`config.mk`:
```
export PLATFORM = sky130hd
export DESIGN_NAME = bech32_key_decoder_core
export DESIGN_NICKNAME = d
export VERILOG_FILES = /design/src/hdl/bkd_pkg.sv /design/src/hdl/bkd_front.sv /design/src/hdl/bkd_fifo.sv /design/src/hdl/bkd_back.sv /design/src/hdl/bech32_key_decoder_core.sv
export SDC_FILE = /design/constraint.sdc
export NUM_CORES = 1
export LEC_CHECK = 0
export BUFFER_PORTS_ARGS = -buffer_cell sky130_fd_sc_hd__buf_4
export CORE_MARGIN = 1.5
export CORE_UTILIZATION = 25
export DETAILED_ROUTE_END_ITERATION = 7
export GPL_TIMING_DRIVEN = 0
export HOLD_SLACK_MARGIN = 0.1
export PLACE_DENSITY = 0.43
export REMOVE_ABC_BUFFERS = 1
export SLEW_MARGIN = 30
export SYNTH_ARGS = -nofsm -noshare
export SYNTH_HDL_FRONTEND = slang
export SYNTH_SLANG_ARGS = --single-unit
```
`constraint.sdc`:
```
create_clock -name clk -period 5.7 [get_ports clk]
set_input_delay 0.57 -clock clk [delete_from_list [all_inputs] [get_ports clk]]
set_output_delay 0.57 -clock clk [all_outputs]
set_load 0.03 [all_outputs]
```
`src/hdl/bkd_pkg.sv`:
```
// Package for the bech32 key decoder: transaction types, queue entry type,
// alphabet and checksum constants, polymod step function. No dependencies.
`timescale 1ns / 1ps

package bkd_pkg;

	typedef struct packed {
		logic [7:0] symbol_char;
		logic       is_final;
	} in_item_t;

	typedef struct packed {
		logic [7:0] data_byte;
		logic       decode_ok;
		logic       end_of_run;
	} out_item_t;

	// Classified character passed from the front end to the back end.
	typedef struct packed {
		logic [4:0] sym;
		logic       err;
		logic       chk_en;
		logic       grp_en;
		logic       fin;
		logic       len_ok;
	} entry_t;

	localparam int unsigned KEY_LEN       = 63;
	localparam int unsigned DATA_SYMS     = 52;
	localparam int unsigned PAYLOAD_BYTES = 32;
	localparam int unsigned PREFIX_LEN    = 4;
	localparam int unsigned HDR_LEN       = PREFIX_LEN + 1;

	localparam logic [6:0] POS_MAX      = 7'd127;
	localparam logic [6:0] POS_SEP      = 7'(PREFIX_LEN);
	localparam logic [6:0] POS_DATA_END = 7'(HDR_LEN + DATA_SYMS);
	localparam logic [6:0] POS_LAST     = 7'(KEY_LEN - 1);
	localparam logic [6:0] POS_END      = 7'(KEY_LEN);

	localparam logic [7:0] SEP_CHAR = 8'h31;
	localparam logic [7:0] UPPER_A  = 8'h41;
	localparam logic [7:0] UPPER_Z  = 8'h5a;
	localparam logic [7:0] CASE_OFS = 8'h20;

	localparam logic [7:0] KEY_PREFIX [PREFIX_LEN] = '{8'h6e, 8'h70, 8'h75, 8'h62};

	localparam logic [7:0] ALPHABET [32] = '{
		8'h71, 8'h70, 8'h7a, 8'h72, 8'h79, 8'h39, 8'h78, 8'h38,
		8'h67, 8'h66, 8'h32, 8'h74, 8'h76, 8'h64, 8'h77, 8'h30,
		8'h73, 8'h33, 8'h6a, 8'h6e, 8'h35, 8'h34, 8'h6b, 8'h68,
		8'h63, 8'h65, 8'h36, 8'h6d, 8'h75, 8'h61, 8'h37, 8'h6c
	};

	localparam logic [29:0] GEN_POLY [5] = '{
		30'h3b6a57b2, 30'h26508e6d, 30'h1ea119fa, 30'h3d4233dd, 30'h2a1462b3
	};

	localparam logic [29:0] CHK_GOOD = 30'd1;

	function automatic logic [29:0] poly_step(input logic [29:0] chk, input logic [4:0] v);
		logic [4:0]  top;
		logic [29:0] r;
		top = chk[29:25];
		r = {chk[24:0], v};
		for (int j = 0; j < 5; j++) begin
			if (top[j]) begin
				r = r ^ GEN_POLY[j];
			end
		end
		return r;
	endfunction

	// Checksum after the expanded human-readable part.
	function automatic logic [29:0] prefix_chk();
		logic [29:0] c;
		c = 30'd1;
		for (int i = 0; i < PREFIX_LEN; i++) begin
			c = poly_step(c, {2'b00, KEY_PREFIX[i][7:5]});
		end
		c = poly_step(c, 5'd0);
		for (int i = 0; i < PREFIX_LEN; i++) begin
			c = poly_step(c, KEY_PREFIX[i][4:0]);
		end
		return c;
	endfunction

	localparam logic [29:0] PREFIX_CHK = prefix_chk();

	// Returns {found, value}.
	function automatic logic [5:0] sym_lookup(input logic [7:0] c);
		logic [5:0] r;
		r = 6'd0;
		for (int i = 0; i < 32; i++) begin
			if (ALPHABET[i] == c) begin
				r = {1'b1, 5'(i)};
			end
		end
		return r;
	endfunction

endpackage

```
`src/hdl/bkd_front.sv`:
```
// Front end of the bech32 key decoder: folds case, tracks position, classifies.
// Depends on bkd_pkg.
`timescale 1ns / 1ps

module bkd_front (
	input  logic              clk,
	input  logic              arst_n,
	input  logic              char_valid,
	output logic              char_ready,
	input  bkd_pkg::in_item_t char_item,
	output logic              push_valid,
	input  logic              push_ready,
	output bkd_pkg::entry_t   push_entry
);

	logic [6:0] pos_q;
	logic [7:0] c;
	logic [5:0] lk;

	assign char_ready = push_ready;
	assign push_valid = char_valid;

	always_comb begin
		c = char_item.symbol_char;
		if (c >= bkd_pkg::UPPER_A && c <= bkd_pkg::UPPER_Z) begin
			c = c + bkd_pkg::CASE_OFS;
		end
		lk = bkd_pkg::sym_lookup(c);
		push_entry        = '0;
		push_entry.sym    = lk[4:0];
		push_entry.fin    = char_item.is_final;
		push_entry.len_ok = (pos_q == bkd_pkg::POS_LAST);
		if (pos_q < bkd_pkg::POS_SEP) begin
			push_entry.err = (c != bkd_pkg::KEY_PREFIX[pos_q[1:0]]);
		end else if (pos_q == bkd_pkg::POS_SEP) begin
			push_entry.err = (c != bkd_pkg::SEP_CHAR);
		end else if (pos_q < bkd_pkg::POS_END) begin
			push_entry.err    = !lk[5];
			push_entry.chk_en = lk[5];
			push_entry.grp_en = lk[5] && (pos_q < bkd_pkg::POS_DATA_END);
		end else begin
			push_entry.err = 1'b1;
		end
	end

	// Advance the position per transaction; restart after the final character.
	always_ff @(posedge clk or negedge arst_n) begin
		if (!arst_n) begin
			pos_q <= '0;
		end else if (char_valid && push_ready) begin
			if (char_item.is_final) begin
				pos_q <= '0;
			end else if (pos_q != bkd_pkg::POS_MAX) begin
				pos_q <= pos_q + 7'd1;
			end
		end
	end

endmodule

```
`src/hdl/bkd_fifo.sv`:
```
// Two-entry queue of classified characters between front and back end.
// Depends on bkd_pkg.
`timescale 1ns / 1ps

module bkd_fifo (
	input  logic            clk,
	input  logic            arst_n,
	input  logic            push_valid,
	output logic            push_ready,
	input  bkd_pkg::entry_t push_entry,
	output logic            pop_valid,
	input  logic            pop_ready,
	output bkd_pkg::entry_t pop_entry
);

	bkd_pkg::entry_t slot_q [2];
	logic            wr_ptr_q;
	logic            rd_ptr_q;
	logic [1:0]      count_q;
	logic            push;
	logic            pop;

	assign push_ready = (count_q != 2'd2);
	assign pop_valid  = (count_q != 2'd0);
	assign pop_entry  = slot_q[rd_ptr_q];
	assign push       = push_valid && push_ready;
	assign pop        = pop_valid && pop_ready;

	always_ff @(posedge clk) begin
		if (push) begin
			slot_q[wr_ptr_q] <= push_entry;
		end
	end

	always_ff @(posedge clk or negedge arst_n) begin
		if (!arst_n) begin
			wr_ptr_q <= 1'b0;
			rd_ptr_q <= 1'b0;
			count_q  <= 2'd0;
		end else begin
			if (push) begin
				wr_ptr_q <= !wr_ptr_q;
			end
			if (pop) begin
				rd_ptr_q <= !rd_ptr_q;
			end
			if (push && !pop) begin
				count_q <= count_q + 2'd1;
			end else if (pop && !push) begin
				count_q <= count_q - 2'd1;
			end
		end
	end

endmodule

```
`src/hdl/bkd_back.sv`:
```
// Back end of the bech32 key decoder: checksum, 5-to-8 bit regrouping,
// payload store and result emission. Depends on bkd_pkg.
`timescale 1ns / 1ps

module bkd_back (
	input  logic               clk,
	input  logic               arst_n,
	input  logic               pop_valid,
	output logic               pop_ready,
	input  bkd_pkg::entry_t    pop_entry,
	output logic               res_valid,
	input  logic               res_ready,
	output bkd_pkg::out_item_t res_item
);

	typedef enum logic [1:0] {
		ST_RUN  = 2'b01,
		ST_EMIT = 2'b10
	} state_t;

	state_t      state_q;
	logic [29:0] chk_q;
	logic [11:0] acc_q;
	logic [3:0]  bc_q;
	logic [5:0]  bytes_q;
	logic        err_q;
	logic [4:0]  rd_ptr_q;
	logic [7:0]  store_q [bkd_pkg::PAYLOAD_BYTES];

	logic        v_s1;
	logic        err_s1;
	logic        last_s1;
	logic [7:0]  rdata_s1;

	logic               out_valid_q;
	bkd_pkg::out_item_t out_q;

	logic        adv;
	logic        consume;
	logic        emitting;
	logic [29:0] chk_n;
	logic [11:0] acc_n;
	logic [3:0]  bc_sum;
	logic [3:0]  bc_n;
	logic [5:0]  bytes_n;
	logic        err_n;
	logic        wr_en;
	logic [7:0]  wr_byte;
	logic [11:0] pad_mask;
	logic        accept;
	logic        issue_err;

	assign adv      = !out_valid_q || res_ready;
	assign emitting = (state_q == ST_EMIT);
	assign pop_ready = !emitting && (!pop_entry.fin || adv);
	assign consume  = pop_valid && pop_ready;

	always_comb begin
		chk_n   = pop_entry.chk_en ? bkd_pkg::poly_step(chk_q, pop_entry.sym) : chk_q;
		acc_n   = acc_q;
		bc_sum  = bc_q + 4'd5;
		bc_n    = bc_q;
		bytes_n = bytes_q;
		err_n   = err_q || pop_entry.err;
		wr_en   = 1'b0;
		if (pop_entry.grp_en) begin
			acc_n = {acc_q[6:0], pop_entry.sym};
			bc_n  = bc_sum;
			if (bc_sum[3]) begin
				bc_n = bc_sum - 4'd8;
				if (bytes_q < 6'(bkd_pkg::PAYLOAD_BYTES)) begin
					wr_en   = 1'b1;
					bytes_n = bytes_q + 6'd1;
				end else begin
					err_n = 1'b1;
				end
			end
		end
		wr_byte  = 8'(acc_n >> bc_n);
		pad_mask = (12'd1 << bc_n) - 12'd1;
		accept   = !err_n && pop_entry.len_ok && (chk_n == bkd_pkg::CHK_GOOD) &&
			(bytes_n == 6'(bkd_pkg::PAYLOAD_BYTES)) && (bc_n < 4'd5) &&
			((acc_n & pad_mask) == 12'd0);
		issue_err = consume && pop_entry.fin && !accept;
	end

	// Payload store: one write port, registered read.
	always_ff @(posedge clk) begin
		if (consume && wr_en) begin
			store_q[bytes_q[4:0]] <= wr_byte;
		end
		if (adv) begin
			rdata_s1 <= store_q[rd_ptr_q];
		end
		if (adv && v_s1) begin
			out_q.data_byte  <= err_s1 ? 8'd0 : rdata_s1;
			out_q.decode_ok  <= !err_s1;
			out_q.end_of_run <= last_s1;
		end
	end

	always_ff @(posedge clk or negedge arst_n) begin
		if (!arst_n) begin
			state_q     <= ST_RUN;
			chk_q       <= bkd_pkg::PREFIX_CHK;
			acc_q       <= '0;
			bc_q        <= '0;
			bytes_q     <= '0;
			err_q       <= 1'b0;
			rd_ptr_q    <= '0;
			v_s1        <= 1'b0;
			err_s1      <= 1'b0;
			last_s1     <= 1'b0;
			out_valid_q <= 1'b0;
		end else begin
			if (adv) begin
				out_valid_q <= v_s1;
				v_s1        <= emitting || issue_err;
				err_s1      <= !emitting;
				last_s1     <= !emitting || (rd_ptr_q == 5'(bkd_pkg::PAYLOAD_BYTES - 1));
			end
			unique case (state_q)
				ST_RUN: begin
					if (consume) begin
						if (pop_entry.fin) begin
							chk_q   <= bkd_pkg::PREFIX_CHK;
							acc_q   <= '0;
							bc_q    <= '0;
							bytes_q <= '0;
							err_q   <= 1'b0;
							if (accept) begin
								state_q  <= ST_EMIT;
								rd_ptr_q <= '0;
							end
						end else begin
							chk_q   <= chk_n;
							acc_q   <= acc_n;
							bc_q    <= bc_n;
							bytes_q <= bytes_n;
							err_q   <= err_n;
						end
					end
				end
				ST_EMIT: begin
					if (adv) begin
						rd_ptr_q <= rd_ptr_q + 5'd1;
						if (rd_ptr_q == 5'(bkd_pkg::PAYLOAD_BYTES - 1)) begin
							state_q <= ST_RUN;
						end
					end
				end
				default: begin
					state_q <= ST_RUN;
				end
			endcase
		end
	end

	assign res_valid = out_valid_q;
	assign res_item  = out_q;

endmodule

```
`src/hdl/bech32_key_decoder_core.sv`:
```
// Top level of the bech32 key decoder: front end, queue and back end.
// Depends on bkd_pkg, bkd_front, bkd_fifo, bkd_back.
`timescale 1ns / 1ps

// Decodes a bech32 "npub" key string, one character per char transaction,
// into 32 payload bytes. Letters are folded to lower case, so upper, lower
// and mixed case strings all decode. A character with is_final set closes
// the string: if it was exactly 63 characters long, started with "npub1",
// held only alphabet symbols, had a checksum of 1 and zero padding, the
// block returns 32 res transactions with decode_ok set and end_of_run on
// the last; otherwise it returns a single transaction with data_byte 0,
// decode_ok 0 and end_of_run 1. Non-final characters return nothing.
// Throughput: one character per cycle while a string loads, unless the
// queue is full. The final character of an accepted string holds the back
// end while it reads the 32-byte payload store one byte per cycle, unless
// the output stalls, through its single read port. The first result passes
// through the queue, the emit state, the registered store read and the
// output register. A rejected string's result passes through the queue,
// the read stage and the output register. During the readout the front
// end keeps taking characters until the two-entry queue between the halves
// is full. A rejected string needs no readout.
module bech32_key_decoder_core (
	input  logic               clk,
	input  logic               arst_n,
	input  logic               char_valid,
	output logic               char_ready,
	input  bkd_pkg::in_item_t  char_item,
	output logic               res_valid,
	input  logic               res_ready,
	output bkd_pkg::out_item_t res_item
);

	// Front end to queue.
	logic            push_valid;
	logic            push_ready;
	bkd_pkg::entry_t push_entry;

	// Queue to back end.
	logic            pop_valid;
	logic            pop_ready;
	bkd_pkg::entry_t pop_entry;

	// Classify each character and track its position in the string.
	bkd_front u_front (
		.clk        (clk),
		.arst_n     (arst_n),
		.char_valid (char_valid),
		.char_ready (char_ready),
		.char_item  (char_item),
		.push_valid (push_valid),
		.push_ready (push_ready),
		.push_entry (push_entry)
	);

	// Decouple the halves so the front can keep loading while results drain.
	bkd_fifo u_fifo (
		.clk        (clk),
		.arst_n     (arst_n),
		.push_valid (push_valid),
		.push_ready (push_ready),
		.push_entry (push_entry),
		.pop_valid  (pop_valid),
		.pop_ready  (pop_ready),
		.pop_entry  (pop_entry)
	);

	// Run the checksum, regroup bits into the store and emit results.
	bkd_back u_back (
		.clk       (clk),
		.arst_n    (arst_n),
		.pop_valid (pop_valid),
		.pop_ready (pop_ready),
		.pop_entry (pop_entry),
		.res_valid (res_valid),
		.res_ready (res_ready),
		.res_item  (res_item)
	);

endmodule
```
==> results.sh <==
export IMPL_postCtsSetupBuffers=0
export IMPL_synth_area_leaders="edfxtp_1, mux4_2, dfrtp_1"
export IMPL_drc=0
export IMPL_cp_arrival_ps=4780
export IMPL_antenna_cells_inserted=0
export IMPL_ys_seq_area_frac=0.610
export IMPL_yosys_warnings=0
export IMPL_syn_inst=1257
export IMPL_place_area_um2=19100
export IMPL_core_area_um2=69800
export IMPL_ys_types=78
export IMPL_finish_utilization=0.295
export IMPL_worstHoldPathType="in -> reg"
export IMPL_dpl_worst_slack_ps=1410
export IMPL_place_congestion=0.796
export IMPL_slew_viol_final=0
export IMPL_maxCapViolCount=0
export IMPL_rows=97
export IMPL_fin_crit_sh=0.764
export IMPL_dr_pass1_iters=5
export IMPL_leakage_nw=6.83
export IMPL_viasPerCell=4.65
export IMPL_antenna_found_initial=0
export IMPL_htree_levels=2
export IMPL_ctsResizeCount=0
export IMPL_end_kind="flop"
export IMPL_path_clk_slew_ps=60
export IMPL_worst_slack_ps=1350
export IMPL_async_flop_share=0.203
export IMPL_synth_area_um2=17600
export IMPL_die_area_um2=71900
export IMPL_max_freq_mhz=230
export IMPL_skew_ps=28.4
export IMPL_grt_pass1_wl_um=67400
export IMPL_numCtsBuffers=42
export IMPL_synth_area_leader_cell="edfxtp_1"
export IMPL_cts_root_buffer="clkbuf_16"
export IMPL_critical_path_peak_fanout=24
export IMPL_nNetsFinal=1288
export IMPL_grt_max_degree=76
export IMPL_routedWlPerCell_um=19.7
export IMPL_synth_seq_cells=369
export IMPL_fin_area_um2=20600
export IMPL_track_usage=0.124
export IMPL_ir_drop_uv=352
export IMPL_worst_setup_path_start_kind="flop"
export IMPL_finalSetupViolations=0
export IMPL_relSlewSlack=0.333
export IMPL_reg2reg_slack_ps=1350
export IMPL_io_buffers=24
export IMPL_syn_to_final_growth_pct=17.2
export IMPL_synth_most_common_cell="edfxtp_1"
export IMPL_synth_flop_cell="edfxtp_1"
export IMPL_drt_wl_total_um=43900
export IMPL_grt_pass1_vias=10548
export IMPL_start_util=0.252
export IMPL_tritoncts="yes"
export IMPL_nFillCells=7012
export IMPL_overflow=0
export IMPL_fin_crit_ps=4350
export IMPL_p_per_area_nw_per_um2=603
export IMPL_via_count=10386
export IMPL_clk_latency_ps=570
export IMPL_cts_hold_buf=1
export IMPL_setup_tns_ps=0
export IMPL_rsz0062_at_grt="no"
export IMPL_cts_sinks=369
export IMPL_synth_area_per_cell_um2=14.0
export IMPL_worst_setup_path_type="reg -> reg"
export IMPL_status="complete, no violations"
export IMPL_die_w_um=268
export IMPL_ioPinCount=25
export IMPL_drt_iter0_markers=595
export IMPL_drive_gt1_frac=0.217
export IMPL_clock_path_buffers=3
export IMPL_worst_slew_pin_slew_ps=997
export IMPL_crit_required_ps=6120
export IMPL_ant_nets=0
export IMPL_die_height_um=268
export IMPL_netlist_top_cells_count="edfxtp_1, nor2_1, mux4_2"
export IMPL_dp_hpwl_um=29100
export IMPL_synth_edf_count=294
export IMPL_finalHoldViolCount=0
export IMPL_synth_top_area_frac=0.502
==> per-stage QoR <==
stage / hold WS [ps] / power [mW] / instances
global route: 249 / 13.1 / 2233
finish: 264 / 12.4 / 2233
floorplan: 274 / 7.53 / 1178
CTS: 228 / 12.6 / 2233
global placement: 460 / 9.20 / 2142
detailed placement: 457 / 9.68 / 2157
==> layer usage <==
metal	track usage	vias to the layer above	wire length, um
li1	-	4838	-
met1	0.169	5324	20600
met2	0.204	175	21100
met3	0.0196	49	1490
met4	0.0307	0	711
met5	0	-	0
==> worst paths after layout <==
check | cells past startpoint | startpoint | endpoint
max in group asynchronous | 2 | arst_n | u_back.rd_ptr_q[1]
max reg2reg | 12 | u_back.bc_q[0] | u_back.rd_ptr_q[2]
min in group asynchronous | 2 | arst_n | u_front.pos_q[1]
min reg2reg | 0 | u_back.last_s1 | u_back.res_item[0]
min | 2 | char_item[0] | u_front.pos_q[4]
max | 12 | u_back.bc_q[0] | u_back.rd_ptr_q[2]
==> cell usage in the layout, fill, tap and decap left out, types with 6 or more instances in the layout <==
master / n
or2_2: 6
a22o_1: 13
and2_1: 8
nand2_1: 78
nor2b_1: 21
ha_1: 13
mux4_2: 84
and3_1: 10
nor2_2: 18
inv_1: 16
xnor2_1: 38
nand2b_1: 15
a21oi_1: 67
clkinv_1: 7
or3_1: 12
nor4_1: 8
clkinv_2: 8
nor2_1: 99
clkbuf_16: 42
a31oi_1: 6
mux2_2: 15
edfxtp_1: 294
nand3_1: 25
a211oi_1: 8
xor2_1: 36
dfrtp_1: 48
o22ai_1: 6
bufinv_16: 9
buf_4: 23
nor3_1: 16
dfstp_2: 22
mux2i_1: 35
o21ai_0: 47
==> report_power, final <==
group | leakage (nW) | internal, mW | switching, mW | total, mW
clock | 0.711 | 1.77 | 1.13 | 2.89
sequential | 3.60 | 4.05 | 0.581 | 4.63
combinational | 2.52 | 2.04 | 2.87 | 4.91
==> kinds of logic (layout without fill, tap and decap cells) <==
family | count (synthesis) | in the layout | share of synthesized area
adders and majority gates | 13 | 13 | 0.00925
AOI/OAI and AO/OA | 213 | 213 | 0.0785
DFF | 369 | 369 | 0.610
buffers and inverters | 96 | 132 | 0.0224
muxes | 138 | 138 | 0.140
xor gates and xnor gates | 79 | 79 | 0.0425
and+or+nand+nor | 349 | 349 | 0.0973
==> layout make-up <==
type	instances	area (um^2)	share of cell area
Clock inverter	29	400	0.0194
Tap cell	940	1180	0.0571
Sequential cell	369	10700	0.522
Inverter	17	63.8	0.00310
Timing Repair Buffer	40	477	0.0231
Clock buffer	46	1070	0.0517
Multi-Input combinational cell	792	6680	0.324
==> critical path, stage by stage (launching register included) <==
cell      delay (ps)
dfrtp_1          920
ha_1             400
xor2_1           400
o21ai_0          270
nand3b_1         250
ha_1             350
a21oi_1          170
nand4b_1         120
a21oi_1           80
nor4_1           410
nand4_2          260
nor4b_4          480
nor2_1            90
==> registers in the layout, indices dropped and copies added (netlist names), 2 cells and up <==
register	flops
u_back.chk_q	30
u_fifo.slot_q	20
u_back.acc_q	12
u_back.state_q	2
u_back.res_item	10
u_fifo.count_q	2
u_back.store_q	256
u_back.bc_q	4
u_back.bytes_q	6
u_back.rdata_s1	8
u_back.rd_ptr_q	5
u_front.pos_q	7
No activity file was read; power rests on OpenSTA's default activity.
